[config.mk]
export PLATFORM = sky130hd
export DESIGN_NAME = cbd_fifo
export DESIGN_NICKNAME = d
export VERILOG_FILES = /design/src/rtl/core/cbd_fifo.sv
export SDC_FILE = /design/constraint.sdc
export NUM_CORES = 1
export LEC_CHECK = 0
export ABC_AREA = 1
export BUFFER_PORTS_ARGS = -buffer_cell sky130_fd_sc_hd__buf_2
export CAP_MARGIN = 20
export CORE_MARGIN = 2
export CORE_UTILIZATION = 49
export CTS_CLUSTER_DIAMETER = 80
export DETAILED_ROUTE_END_ITERATION = 16
export GPL_ROUTABILITY_DRIVEN = 0
export PLACE_DENSITY = 0.75
export RECOVER_POWER = 50
export SYNTH_ARGS = -nofsm -noshare
export SYNTH_HDL_FRONTEND = slang
export SYNTH_SLANG_ARGS = --single-unit
[constraint.sdc]
create_clock -name clk_i -period 1.64 [get_ports clk_i]
set_input_delay 0.246 -clock clk_i [delete_from_list [all_inputs] [get_ports clk_i]]
set_output_delay 0.246 -clock clk_i [all_outputs]
set_load 0.01 [all_outputs]
[src/rtl/core/cbd_fifo.sv]
// ----------------------------------------------------------------------------
// cbd_fifo
// Two-entry queue between the classifying front and the scanning back.
// ----------------------------------------------------------------------------
module cbd_fifo #(
  parameter int Width = 8
) (
  input  logic             clk_i,
  input  logic             rst_ni,
  input  logic             push_i,
  input  logic [Width-1:0] wdata_i,
  output logic             full_o,
  input  logic             pop_i,
  output logic             valid_o,
  output logic [Width-1:0] rdata_o
);

  logic [Width-1:0] slot_q [2];
  logic             wp_q, rp_q;
  logic [1:0]       cnt_q;

  assign full_o  = (cnt_q == 2'd2);
  assign valid_o = (cnt_q != 2'd0);
  assign rdata_o = slot_q[rp_q];

  always_ff @(posedge clk_i or negedge rst_ni) begin
    if (!rst_ni) begin
      wp_q  <= 1'b0;
      rp_q  <= 1'b0;
      cnt_q <= 2'd0;
    end else begin
      if (push_i) begin
        wp_q <= ~wp_q;
      end
      if (pop_i) begin
        rp_q <= ~rp_q;
      end
      cnt_q <= cnt_q + 2'(push_i) - 2'(pop_i);
    end
  end

  always_ff @(posedge clk_i) begin
    if (push_i) begin
      slot_q[wp_q] <= wdata_i;
    end
  end

endmodule

======== Word level (Yosys, flattened, before mapping) ========
Memories as Yosys holds them, arrays and structs flattened.
Cells that the tools add are included.
word-level totals
  input bits .............................. 12
  memories ................................ 1
  register bits after elaboration ......... 4
  output and inout bits ................... 10
  logic and storage cells ................. 12
  memory bits (writable) .................. 16
memory list
  memory  depth  bits a word  read ports  clocked after Yosys merged registers in  wr ports  RTL line  source
  slot_q  2      8            1           0                                        1         18        logic [Width-1:0] slot_q [2];
operators by class
  mux-type cells .......................... 2
  add/subtract/negate cells ............... 2
  reductions and logical operators ........ 1
  equality and inequality tests ........... 1
  bitwise operators ....................... 2
operators with widths
  operator                                     number
  2-bit by 1-bit adder with 2-bit output       1
  2-bit == test, second input constant         1
  1-bit 2-to-1 mux                             2
  1-bit inverter                               2
  2-bit nonzero test                           1
  2-bit by 1-bit subtractor with 2-bit output  1

======== Logic depth before layout (Yosys ltp) ========
Gate-level depths: netlist of run 1.
  depth in word-level cells ............... 2
  depth in mapped cells ................... 7

======== Worst setup path after synthesis of run 1 ========
Ideal clock, no wire load.
  path type ............................... register -> register
  start ................................... reg wp_q
  end ..................................... mem slot_q[0][0] (enable)
  stages on the path, launching flop included .. 2
  data required time ...................... 1.270 ns
  slack ................................... 0.496 ns
  arrival ................................. 0.774 ns
  cells stage by stage .................... dfrtp_1 nor2_1
RTL lines
  item                    RTL line  source
  from (decl)             19        logic wp_q, rp_q;
  from (signal assigned)  33        wp_q <= ~wp_q;
  to (decl)               18
Straight into the memory's write port.

======== Final worst setup path of run 1 ========
  start ................................... reg rp_q
  end ..................................... out rdata_o[3]
between the ends
  longest elaborated chain between the ends .. 1
ends and longest elaborated chain
  item                    RTL line  source
  from (decl)             19
  from (signal assigned)  36        rp_q <= ~rp_q;
  memory 2 x 8 bit        n/a
  to (decl)               15        output logic [Width-1:0] rdata_o
No other way between the ends.

==> impl_metrics.yaml, run 1 <==
grt:
  grt_pass1_vias: 503
  grt_pass1_wl_um: 2110
  gr-total-overflow: 0
  antenna_found_initial: 0
  grt_use_total_pct: 15.4
  grt_max_degree: 18
floorplan:
  std_cell_rows: 14
  die_h_um: 45.2
  ioPinCount: 22
  start_util_pct: 53.9
  die_x_um: 45.2
  core_mm2: 0.00154
  dieArea_mm2: 0.00204
job:
  cap_violations: 0
pwr:
  max-vdd-ir-drop_v: 0.00106
  total_power_uw: 1660
  p_per_area_mw_per_mm2: 1690
  p_leak_uw: 0.000454
cts:
  insertion_delay_ns: 0.29
  clock_path_buffers: 2
  cts_root_buf: "clkbuf_4"
  clkTransAtPathRegs_ns: 0.11
  postCtsSetupRepairBufs: 0
  cts_tree: "done"
  cts_buffers: 3
  cts_max_level: 1
  numClockSinks: 20
final_layout:
  finish.utilization_pct: 63.8
  final_cell_area_um2: 983
  area_delta_synth_final_pct: 18.4
  drive_gt1_share_pct: 23.9
  nets: 107
  antenna_cells: 0
sta:
  setup_viol: 0
  finalCritPeriodShare_pct: 87.1
  relSlewSlack_pct: 70.4
  slew_viol_final: 0
  rsz0062_at_grt: "false"
  timing.fmax_ghz: 0.700
  fin_setup_tns_ns: 0
  timing_worst_slew_pin_value_ns: 0.444
  period_minus_slack_ns: 1.43
  finalClockSkew_ns: 0.00317
  hold_viol: 0
  worst_slack_ns: 0.211
logic_synthesis:
  netlist_area_um2: 831
  synth.net_count: 81
  synth_edf_count: 16
  ys_ff_latch: 20
  synthArstFlopShare_pct: 20.0
  yosys.area.top_type: "edfxtp_1"
  synth_cells: 67
  yosys.area.top_type_share_pct: 57.8
  ys.flop_type: "edfxtp_1"
  synth.most_common_cell: "edfxtp_1"
  synth_area_leaders: "edfxtp_1, dfrtp_1, inv_1"
  seq_area_frac_synth_pct: 69.9
  ys_warn_count: 0
  synthDistinctLibCells: 12
  synth_common_cells: "edfxtp_1, inv_1, nand2_1, o21ai_0, dfrtp_1"
  syn_area_per_cell_um2: 12.4
worst_setup_path:
  worstPathMaxFanout: 17
  rrSetupSlack_ns: 0.41
  r2r_start: "wp_q"
  r2r_cells: 2
  required_ns: 1.39
  end_kind: "output port"
  worstPathArrival_ns: 1.18
  critPathLaunchType: "register"
  startpoint: "rp_q"
  r2r-end: "slot_q[0][1]"
  worstSetupPathType: "reg -> out"
  crit_path_end: "rdata_o[3]"
route:
  wirelength_um: 1270
  vias_per_cell: 4.75
  drc: 0
  first_iter_violations: 10
  ant_nets: 0
  routedWlPerCell_um: 11.7
  first_pass_iters: 4
  dr_total_vias: 513
placed_design:
  dp_hpwl_um: 998
  postPlaceCellArea_um2: 932
  place_ws_ns: 0.370
  portBuffers: 21
min_path:
  hold_class: "in -> reg"
outcome:
  status: "complete, no violations"
## power by group
part           switching (uW)  internal (uW)
sequential                105            692
clock                     141            247
combinational             277            196
total                     522           1130
## critical path, stage by stage, from the launching register on
cell and delay, ns:
dfrtp_2 0.54, o21ai_0 0.20, buf_2 0.16
## flip-flops by register name (all words and copies together) (netlist names)
signal and count:
wp_q 1, slot_q 16, rp_q 1, cnt_q 2
## timing repair
item,CTS,global route
hold buffers,1,0
endpoints found under the setup margin,0,7
hold endpoints to repair,4,0
resized for setup,0,1
## routing by layer
metal,global-route usage (%),vias up,part of all wire (%)
li1,-,264,-
met3,3.60,2,3.7
met4,8.82,0,0.79
met5,0,-,0
met1,15.3,235,37
met2,28.9,12,59
## layout make-up
type	instances	area, um^2
fillers	126	558
flip-flops and latches	20	582
multi-input cells	30	163
clock inverters	1	30.0
well taps	16	20.0
inverters	15	56.3
clock buffers	3	22.5
repair buffers	23	110
## per-stage QoR
| step | hold WS (ns) | instances |
|---|---|---|
| 2_1_floorplan | -0.0496 | 67 |
| 3_3_place_gp | 0.0582 | 103 |
| 3_5_place_dp | 0.0596 | 103 |
| 4_1_cts | 0.126 | 108 |
| 5_1_grt | 0.120 | 108 |
| 6_report | 0.135 | 108 |
## cell usage in the layout, fill, tap and decap left out, drive strengths merged
cell	Yosys	routed
buf	2	14
bufinv	0	1
clkbuf	0	11
dfrtp	4	4
dlygate4sd3	0	1
edfxtp	16	16
ha	2	2
inv	15	15
nand2	15	15
nand3	1	1
nor2	2	2
o21ai	8	8
xor2	2	2
## cells by family (layout without fill, tap and decap cells)
| logic type | count (synthesis) | after routing | share of synthesized area, % |
|---|---|---|---|
| compound gates | 8 | 8 | 6.17 |
| fa+ha+maj | 2 | 2 | 3.01 |
| simple gates | 18 | 18 | 8.28 |
| flops | 20 | 20 | 69.9 |
| buf+inv | 17 | 42 | 10.5 |
| xor+xnor | 2 | 2 | 2.11 |
## worst min-delay path by stage
stage          startpoint      endpoint  depth (start not counted)
6_report       wdata_i[0]  slot_q[1][0]                          1
5_1_grt             pop_i          rp_q                          2
4_1_cts        wdata_i[7]  slot_q[1][7]                          1
3_5_place_dp       rst_ni          wp_q                          1
3_3_place_gp       rst_ni      cnt_q[0]                          1
2_1_floorplan      rst_ni      cnt_q[0]                          0
(Power assumes the default switching activity.)
==> run 2: changes to the inputs <==
- CORE_UTILIZATION: 49 -> 53
- GPL_TIMING_DRIVEN: not set -> 0
- PLACE_DENSITY: 0.75 -> 0.8
- clock period: 1.64 -> 1.65 ns (I/O delays scaled with it)
==> run 2 against run 1 <==
Final cell count rose by 0.93%. Non-clock buffer count increased by 1. Worst hold slack lost 0.0073 ns. Flip-flop and latch count stayed put. Worst setup slack worse by 0.089 ns. Routed wire length is 17% higher. Critical path depth grew 3. Die area down 6.9%.
==> impl_metrics.yaml, run 2 (synthesis results as in run 1) <==
outcome:
  status: "complete, no violations"
grt:
  gr-total-overflow: 0
  grt_pass1_wl_um: 2370
  antenna_found_initial: 0
  grt_max_degree: 13
  grt_pass1_vias: 556
  grt_use_total_pct: 18.4
cts:
  cts_tree: "done"
  insertion_delay_ns: 0.30
  numClockSinks: 20
  cts_max_level: 1
  cts_buffers: 3
  postCtsSetupRepairBufs: 0
  clock_path_buffers: 2
  cts_root_buf: "clkbuf_4"
  clkTransAtPathRegs_ns: 0.11
route:
  first_pass_iters: 4
  vias_per_cell: 5.06
  dr_total_vias: 551
  first_iter_violations: 26
  drc: 0
  routedWlPerCell_um: 13.6
  ant_nets: 0
  wirelength_um: 1480
sta:
  worst_slack_ns: 0.122
  finalClockSkew_ns: 0.00631
  fin_setup_tns_ns: 0
  hold_viol: 0
  period_minus_slack_ns: 1.53
  slew_viol_final: 0
  finalCritPeriodShare_pct: 92.6
  setup_viol: 0
  timing.fmax_ghz: 0.655
  relSlewSlack_pct: 55.2
  rsz0062_at_grt: "false"
  timing_worst_slew_pin_value_ns: 0.670
placed_design:
  place_ws_ns: 0.331
  postPlaceCellArea_um2: 956
  portBuffers: 21
  dp_hpwl_um: 1040
floorplan:
  die_h_um: 43.6
  start_util_pct: 55.8
  ioPinCount: 22
  std_cell_rows: 14
  die_x_um: 43.6
  dieArea_mm2: 0.00190
  core_mm2: 0.00149
final_layout:
  fillers: 125
  drive_gt1_share_pct: 25.8
  final_common_cell: "edfxtp_1"
  final_cell_area_mm2: 0.00101
  top_regs: "slot_q x16, cnt_q x2"
  regMostFlops: "slot_q"
  nets: 108
  area_delta_synth_final_pct: 21.7
  final_cell_mix: "edfxtp_1, inv_1, nand2_1, buf_2, clkbuf_1"
  antenna_cells: 0
  largest_reg_flops: 16
  finish.utilization_pct: 67.9
worst_setup_path:
  worstSetupPathType: "reg -> out"
  worstPathMaxFanout: 10
  required_ns: 1.40
  worstPathArrival_ns: 1.28
  end_kind: "output port"
  critPathLaunchType: "register"
  r2r_start: "wp_q"
  startpoint: "rp_q"
min_path:
  hold_class: "in -> reg"
  hp-start: "wdata_i[2]"
pwr:
  max-vdd-ir-drop_v: 0.000877
  p_leak_uw: 0.000472
  p_per_area_mw_per_mm2: 1750
job:
  cap_violations: 0
run 2: cell types whose count changed in the layout (fill, tap and decap cells not counted), sizes merged:
cell    delta
clkbuf     -2
buf        +3
run 2: final cells by class:
type,count,area [um^2],area share [%]
Buffer,2,31.3,3.09
Clock buffer,3,22.5,2.23
Clock inverter,1,30.0,2.97
Inverter,15,56.3,5.57
Multi-Input combinational cell,30,163,16.1
Sequential cell,20,581,57.4
Tap cell,16,20.0,1.98
Timing Repair Buffer,22,108,10.6
run 2: metal layers:
layer	part of all wire [%]	vias to the layer above	global-route usage [%]	wire length, um
met3	5.1	4	5.42	76
met2	57	22	33.2	844
met1	35	261	19.0	524
li1	-	264	-	-
met4	2.1	0	9.70	31
met5	0	-	0	0
run 2: report_power, final:
part | switching (uW) | leakage (uW) | internal (uW)
Sequential | 53.2 | 0.000197 | 686
Clock | 150 | 0.0000279 | 246
Combinational | 364 | 0.000247 | 266
run 2: path summary, 6_finish.rpt:
kind	end	slack, ns	cells past startpoint
max in group asynchronous	rp_q	1.12	2
min in group asynchronous	cnt_q[0]	0.33	2
worst max register to register	slot_q[0][1]	0.32	1
worst min register to register	wp_q	0.51	1
worst max-delay path	rdata_o[2]	0.12	5
worst min-delay path	slot_q[0][2]	0.13	1
run 2: repair_timing:
item	4_1_cts	5_1_grt
hold endpoints to repair	4	0
setup endpoints to repair	0	0
hold buffers	1	0
resized for setup	0	0
run 2: through the flow:
step | cells | hold slack (ns) | power [uW]
CTS | 109 | 0.122 | 1780
floorplan | 67 | -0.0481 | 1160
global route | 109 | 0.104 | 1880
finish | 109 | 0.127 | 1760
global placement | 104 | 0.0573 | 1340
detailed placement | 104 | 0.0604 | 1380
run 2: worst max-delay path: stages (launching register included):
cell and delay, ns:
dfrtp_1 0.40, buf_6 0.15, buf_12 0.14, nand2_1 0.06
o21ai_0 0.09, buf_2 0.15
