--- config.mk ---
export PLATFORM = sky130hd
export DESIGN_NAME = cbd_front_flat
export DESIGN_NICKNAME = d
export VERILOG_FILES = /design/src/rtl/core/cbd_pkg.sv /design/src/rtl/core/cbd_if.sv /design/src/rtl/core/cbd_front.sv /design/src/flat_wrapper.sv
export SDC_FILE = /design/constraint.sdc
export NUM_CORES = 1
export LEC_CHECK = 0
export ABC_AREA = 0
export ABC_CLOCK_PERIOD_IN_PS = 1500
export BUFFER_PORTS_ARGS = -buffer_cell sky130_fd_sc_hd__buf_4
export CAP_MARGIN = 20
export CELL_PAD_IN_SITES_DETAIL_PLACEMENT = 1
export CELL_PAD_IN_SITES_GLOBAL_PLACEMENT = 2
export CORE_MARGIN = 1
export CORE_UTILIZATION = 14
export CTS_BUF_LIST = sky130_fd_sc_hd__clkbuf_8
export DETAILED_ROUTE_END_ITERATION = 16
export HOLD_SLACK_MARGIN = 0.1
export PLACE_DENSITY_LB_ADDON = 0.1
export SYNTH_ARGS = -nofsm -noshare
export SYNTH_HDL_FRONTEND = slang
export SYNTH_SLANG_ARGS = --single-unit
--- constraint.sdc ---
create_clock -name clk_i -period 1.5 [get_ports clk_i]
set_input_delay 0 -clock clk_i [delete_from_list [all_inputs] [get_ports clk_i]]
set_output_delay 0 -clock clk_i [all_outputs]
set_load 0.01 [all_outputs]
--- src/rtl/core/cbd_pkg.sv ---
// ----------------------------------------------------------------------------
// cbd_pkg
// Shared types, constants and the covalent radius table of the bond detector.
// ----------------------------------------------------------------------------
package cbd_pkg;

  localparam int MaxAtomsDefault = 64;
  localparam int CoordW          = 18;
  localparam int ElemW           = 4;
  localparam int RadW            = 8;
  localparam int ScaleW          = 10;
  localparam int OutIdxW         = 6;
  localparam int D2W             = 38;
  localparam int TmW             = 19;

  localparam logic [ScaleW-1:0] RadiusScaleReset = 10'd307;
  localparam logic [D2W-1:0]    MaxD2            = 38'd90000;

  localparam logic [ElemW-1:0] ElemH  = 4'd0;
  localparam logic [ElemW-1:0] ElemC  = 4'd1;
  localparam logic [ElemW-1:0] ElemN  = 4'd2;
  localparam logic [ElemW-1:0] ElemO  = 4'd3;
  localparam logic [ElemW-1:0] ElemF  = 4'd4;
  localparam logic [ElemW-1:0] ElemP  = 4'd5;
  localparam logic [ElemW-1:0] ElemS  = 4'd6;
  localparam logic [ElemW-1:0] ElemCl = 4'd7;
  localparam logic [ElemW-1:0] ElemBr = 4'd8;
  localparam logic [ElemW-1:0] ElemI  = 4'd9;
  localparam logic [ElemW-1:0] ElemSi = 4'd10;
  localparam logic [ElemW-1:0] ElemB  = 4'd11;

  typedef struct packed {
    logic signed [CoordW-1:0] x;
    logic signed [CoordW-1:0] y;
    logic signed [CoordW-1:0] z;
    logic [RadW-1:0]          rad;
  } atom_t;

  typedef struct packed {
    logic               found;
    logic [OutIdxW-1:0] earlier_index;
    logic [OutIdxW-1:0] new_index;
    logic               last;
    logic               overflow;
  } bond_t;

  // radius in hundredths of an angstrom
  function automatic logic [RadW-1:0] radius_of(input logic [ElemW-1:0] elem);
    logic [RadW-1:0] r;
    unique case (elem)
      ElemH:   r = 8'd31;
      ElemC:   r = 8'd76;
      ElemN:   r = 8'd71;
      ElemO:   r = 8'd66;
      ElemF:   r = 8'd57;
      ElemP:   r = 8'd107;
      ElemS:   r = 8'd105;
      ElemCl:  r = 8'd102;
      ElemBr:  r = 8'd120;
      ElemI:   r = 8'd139;
      ElemSi:  r = 8'd111;
      ElemB:   r = 8'd84;
      default: r = 8'd100;
    endcase
    return r;
  endfunction

endpackage

--- src/rtl/core/cbd_if.sv ---
// ----------------------------------------------------------------------------
// cbd_if
// Valid/ready channels for atom items and bond result items.
// ----------------------------------------------------------------------------
interface cbd_in_if;
  import cbd_pkg::*;
  logic                     valid;
  logic                     ready;
  logic                     first_atom;
  logic [ElemW-1:0]         element;
  logic signed [CoordW-1:0] pos_x;
  logic signed [CoordW-1:0] pos_y;
  logic signed [CoordW-1:0] pos_z;

  modport source (output valid, first_atom, element, pos_x, pos_y, pos_z, input ready);
  modport sink   (input valid, first_atom, element, pos_x, pos_y, pos_z, output ready);
endinterface


--- src/rtl/core/cbd_front.sv ---
// ----------------------------------------------------------------------------
// cbd_front
// Accepts atom items, keeps the atom count, assigns the index, flags overflow
// and looks up the radius.
// ----------------------------------------------------------------------------
module cbd_front import cbd_pkg::*; #(
  parameter int MaxAtoms = MaxAtomsDefault,
  parameter int IdxW     = $clog2(MaxAtoms)
) (
  input  logic            clk_i,
  input  logic            rst_ni,
  cbd_in_if.sink          atom_i,
  input  logic            q_full_i,
  output logic            push_o,
  output logic            ovf_o,
  output logic [IdxW-1:0] idx_o,
  output atom_t           atom_o
);

  localparam logic [IdxW:0] MaxCnt = (IdxW+1)'(MaxAtoms);

  logic [IdxW:0] count_q, count_d, base;

  assign atom_i.ready = !q_full_i;
  assign push_o       = atom_i.valid && !q_full_i;

  assign base   = atom_i.first_atom ? '0 : count_q;
  assign ovf_o  = (base >= MaxCnt);
  assign idx_o  = base[IdxW-1:0];
  assign atom_o = '{x: atom_i.pos_x, y: atom_i.pos_y, z: atom_i.pos_z,
                    rad: radius_of(atom_i.element)};

  always_comb begin
    count_d = count_q;
    if (push_o) begin
      count_d = ovf_o ? base : base + 1'b1;
    end
  end

  always_ff @(posedge clk_i or negedge rst_ni) begin
    if (!rst_ni) begin
      count_q <= '0;
    end else begin
      count_q <= count_d;
    end
  end

endmodule

--- src/flat_wrapper.sv ---
// flat-port wrapper written by rule: the top's interface ports become plain ports
module cbd_front_flat import cbd_pkg::*;
#(
  parameter int MaxAtoms = MaxAtomsDefault,
  parameter int IdxW     = $clog2(MaxAtoms)
)
  (clk_i, rst_ni, q_full_i, push_o, ovf_o, idx_o, atom_o, atom_i_valid, atom_i_first_atom, atom_i_element, atom_i_pos_x, atom_i_pos_y, atom_i_pos_z, atom_i_ready);
  cbd_in_if atom_i_i ();
  input  logic clk_i;
  input  logic rst_ni;
  input  logic q_full_i;
  output logic push_o;
  output logic ovf_o;
  output logic [IdxW-1:0] idx_o;
  output atom_t atom_o;
  input wire logic [$bits(atom_i_i.valid)-1:0] atom_i_valid;
  input wire logic [$bits(atom_i_i.first_atom)-1:0] atom_i_first_atom;
  input wire logic [$bits(atom_i_i.element)-1:0] atom_i_element;
  input wire logic [$bits(atom_i_i.pos_x)-1:0] atom_i_pos_x;
  input wire logic [$bits(atom_i_i.pos_y)-1:0] atom_i_pos_y;
  input wire logic [$bits(atom_i_i.pos_z)-1:0] atom_i_pos_z;
  output wire logic [$bits(atom_i_i.ready)-1:0] atom_i_ready;
  assign atom_i_i.valid = atom_i_valid;
  assign atom_i_i.first_atom = atom_i_first_atom;
  assign atom_i_i.element = atom_i_element;
  assign atom_i_i.pos_x = atom_i_pos_x;
  assign atom_i_i.pos_y = atom_i_pos_y;
  assign atom_i_i.pos_z = atom_i_pos_z;
  assign atom_i_ready = atom_i_i.ready;
  cbd_front #(.MaxAtoms(MaxAtoms), .IdxW(IdxW)) u_core (.clk_i(clk_i), .rst_ni(rst_ni), .atom_i(atom_i_i), .q_full_i(q_full_i), .push_o(push_o), .ovf_o(ovf_o), .idx_o(idx_o), .atom_o(atom_o));
endmodule
Word level (Yosys, flattened, before mapping) --
Memories as Yosys holds them, arrays and structs flattened. Index checks and enable logic that the tools add are counted.
Word-level totals: register bits after elaboration 7, latch bits 0, RAM bits 0, ROM bits 128, input bits 63, output and inout bits 71, logic and storage cells 8, memories 1
Operators by class: add/sub/neg operators 1, multiply operators 0, divide/modulo/power cells 0, magnitude comparators 1, equality and inequality tests 0, shift operators 0, mux-type cells 2, bitwise operators 0, reductions and logical operators 2
Memory list:
- (name not given) | words 16, width 8, read ports 1, clocked after memory_dff 0, write ports 0, RTL line cbd_pkg.sv:50 | unique case (elem)
Operator list (count):
- $mux 7 | 2
- $add 7x1->7 const B | 1
- $ge 7x7->1 const B | 1
- $logic_and 1x1->1 | 1
- $logic_not 1->1 | 1

Longest topological paths before layout --
depth after elaboration 3, gate-level depth with buffers 8, depth with buffers taken out 7

Worst setup path after synthesis --
No wires, ideal clock.
kind register to register, start point reg u_core.count_q[0], end point reg u_core.count_q[4], data arrival time 1305 ps, path slack 68 ps, cell stages (with the launch flop) 5, path buffers 0, period minus slack after synthesis 1432 ps, path through dfrtp_1 -> nor2b_1 -> ha_1 -> nand4b_1 -> a221o_2
Between the ends: word-level cells in the longest chain between the ends 3, elaborated cells on any way between the ends 4, those cells by class add/sub: 1; order compare: 1; mux: 2
Ends and longest elaborated chain:
- start, declared | RTL line cbd_front.sv:22 | logic [IdxW:0] count_q, count_d, base;
- start signal, assigned | RTL line cbd_front.sv:44 | count_q <= count_d;
- $mux 7 * | RTL line cbd_front.sv:27 | assign base = atom_i.first_atom ? '0 : count_q;
- via idx_o[0] | RTL line flat_wrapper.sv:14 | output logic [IdxW-1:0] idx_o;
- $add 7x1->7 or $ge 7x7->1 (tied branches) | RTL line cbd_front.sv:36, cbd_front.sv:28
- $mux 7 * | RTL line cbd_front.sv:36 | count_d = ovf_o ? base : base + 1'b1;
The timed path passes the listed nets; every way through them passes the cells marked *. A chain may end at the register's enable or synchronous reset.

Worst setup path after layout --
start point reg u_core.count_q[1], end point reg u_core.count_q[6]
Between the ends: word-level cells in the longest chain between the ends 3, elaborated cells on any way between the ends 4, those cells by class add/sub: 1; order compare: 1; mux: 2
Ends and longest elaborated chain (RTL line):
- $mux 7 * | cbd_front.sv:27
- $add 7x1->7 or $ge 7x7->1 (tied branches) | cbd_front.sv:36, cbd_front.sv:28
- $mux 7 * | cbd_front.sv:36
Mark *: on every way between the ends. The rest lies on a longest branch, timed or not.

==> qor.txt <==
status = completed
die footprint = 7790 sq um
Post-layout nets = 235
Global Route met2 Usage = 0.131
CTS clock-pin slew for the worst setup and hold paths = 0.04 ns
multiplexer share of the synthesized area = 0.00960
WL final = 3.03 mm
syn nets = 202
dpl cells = 205
Largest register FFs = 7
Slew Limit Fails = 0
core box area = 7210 sq um
commonest non-fill, non-tap cells in the layout = 55 x dlygate4sd3_1, 31 x buf_4, 10 x nand2_1
post-layout util = 0.219
Net Switching = 0.320 mW
WP data arrival = 1.47 ns
placed wire-length estimate = 2.07 mm
Compound-Gate Fraction of Synth Area = 0.126
I/O Buffers = 25
PnR worst setup slack = 0.170 ns
Via density = 3.52
Avg Cell Area, Syn = 7.84 sq um
Setup Buffers After CTS = 0
Post-Synth XOR/XNOR Area = 0
Power Dens Cells = 612 nW/um^2
DP Worst Slack = 0.0536 ns
FF+latch count, synth = 7
combinational power share = 0.470
final setup TNS = 0 ns
Slew @ Worst Pin = 0.234 ns
first-pass GRT wire length = 4.20 mm
Max Fanout on Critical Path = 4
via count = 929
RSZ-0062 raised after global routing = no
commonest non-fill, non-tap cell in the layout = dlygate4sd3_1
io pins = 134
post-synthesis adder-cell area fraction = 0.0720
CTS tree = built
peak supply drop = 0.113 mV
Clk Latency, worst-skew pair = 0.23 ns
ratio of cells with drive above 1 in the final layout = 0.248
total CTS buffers = 3
CP Capture Type = flip-flop
synth warn = 0
Post-route DRC = 0
main combinational cell family by area after synthesis = buffers and inverters
Worst Hold Class = input pin to asynchronous set/reset pin
met3 GRT Util = 0.0140
pin count of the biggest net entering global routing = 12
Cell Count, Final, Fillers Out = 264
GRT Max-Usage Layer = met2
initial core utilization = 0.144
Setup-failing EPs final = 0
Hold Slack = 0.135 ns
Die X = 88.3 um
Starting DRT DRC Count = 16
max-cap viol count = 0
FF-to-FF setup slack = 0.17 ns
Final ANT Viol Nets = 0
Hold Vio Cnt, Final = 0
synthesized area = 1040 sq um
Die H = 88.3 um
Wirelength per Cell = 11.5 um
Worst slew margin = 0.843
DR pass1 iterations = 2
htree depth = 1
GPL Wtd Cong = 0.690
ANT cells = 0
Critical Path Source Type = flip-flop
Largest regs = u_core.count_q: 7 flops
Crit Path Category = flip-flop to flip-flop
Syn Inst Count = 133
grt met1 use = 0.0821
clk buf depth = 2
GRT Total Usage = 0.0710
Yosys cell types = 28
root buffer cell = clkbuf_8
initial antenna violation count = 0
row cnt = 31
largest reg by FF count = u_core.count_q
sw frac = 0.330
Final Skew = 0.000860 ns
clock power share = 0.277
Final Critical Period = 1.33 ns
Internal = 0.648 mW
Synth Area in Simple Gates = 0.190
clk sinks = 7
vias in the first global route = 898
Max Fclk = 0.752 GHz
Lkg Pwr = 0.700 nW
total gr overflow = 0
sequential area share after synthesis = 0.168
Area Overhead vs Synth = 51.7%
sequential share of power = 0.253
Final Cycle Share = 0.886
Worst EP required = 1.64 ns
-- final timing paths --
kind,from,end,cells after the start
setup / recovery,u_core.count_q[1],u_core.count_q[6],7
max in group asynchronous,rst_ni,u_core.count_q[3],2
hold / removal,rst_ni,u_core.count_q[1],2
min in group clk_i,atom_i_valid,u_core.count_q[5],4
setup reg to reg,u_core.count_q[1],u_core.count_q[6],7
hold reg to reg,u_core.count_q[5],u_core.count_q[5],2
-- power by group through the flow --
stage	Combinational (mW)	Sequential [mW]	Clock [mW]
2_1_floorplan	0.292	0.247	0
6_report	0.455	0.245	0.268
4_1_cts	0.454	0.246	0.276
3_5_place_dp	0.290	0.249	0
3_3_place_gp	0.293	0.249	0
5_1_grt	0.500	0.250	0.285
-- critical path, stage by stage, from the launching register on --
cell and delay, ns:
dfrtp_1 0.33, nor2b_2 0.20, ha_4 0.18, nand2_1 0.05, nor2_1 0.09, nand2_1 0.06
ha_1 0.16, o21ai_0 0.16
-- per-stage QoR --
step	total power, mW	cell area [sq um]
4_1_cts	0.977	1560
3_5_place_dp	0.539	968
5_1_grt	1.04	1580
3_3_place_gp	0.542	968
6_report	0.968	1580
2_1_floorplan	0.539	1040
-- cell usage after synthesis --
cell type	count	area, sq um
a21o_1	1	7.51
a21oi_1	4	20.0
a221o_2	2	22.5
a32o_1	1	10.0
and2b_1	2	15.0
and2b_2	1	8.76
buf_2	2	10.0
buf_4	54	405
buf_6	1	11.3
clkbuf_1	1	3.75
dfrtp_1	7	175
ha_1	6	75.1
inv_1	6	22.5
mux2i_1	1	10.0
nand2_1	10	37.5
nand2b_4	1	13.8
nand3_1	3	15.0
nand4b_1	2	17.5
nor2_1	6	22.5
nor2b_1	6	37.5
nor4_1	2	12.5
o21a_1	1	7.51
o21ai_0	8	40.0
o21bai_1	1	7.51
o22a_1	1	8.76
o31ai_1	1	7.51
or2b_1	1	7.51
or4b_1	1	10.0
-- final cells by class --
cell class | count | area [sq um]
clock buffers | 3 | 41.3
clock inverters | 1 | 3.75
fillers | 858 | 5630
inverters | 6 | 22.5
multi-input cells | 62 | 432
flip-flops and latches | 7 | 175
well taps | 99 | 124
repair buffers | 86 | 783
-- logic make-up (layout without fill, tap and decap cells) --
logic type                 after synthesis  after routing
adders and majority gates                6              6
buffers and inverters                   64             96
AOI/OAI and AO/OA                       20             20
DFF                                      7              7
muxes                                    1              1
and+or+nand+nor                         35             35
-- repair_timing --
item                                    in CTS  in global routing
gates resized for setup                      0                  4
hold buffers                                55                  0
hold endpoints to repair                    61                  0
endpoints found under the setup margin       0                  2
-- layer usage --
layer	vias up	wire [um]
met2	55	1640
met3	2	186
met5	-	0
met1	427	1190
met4	0	13
li1	445	-
(Power assumes the default switching activity.)
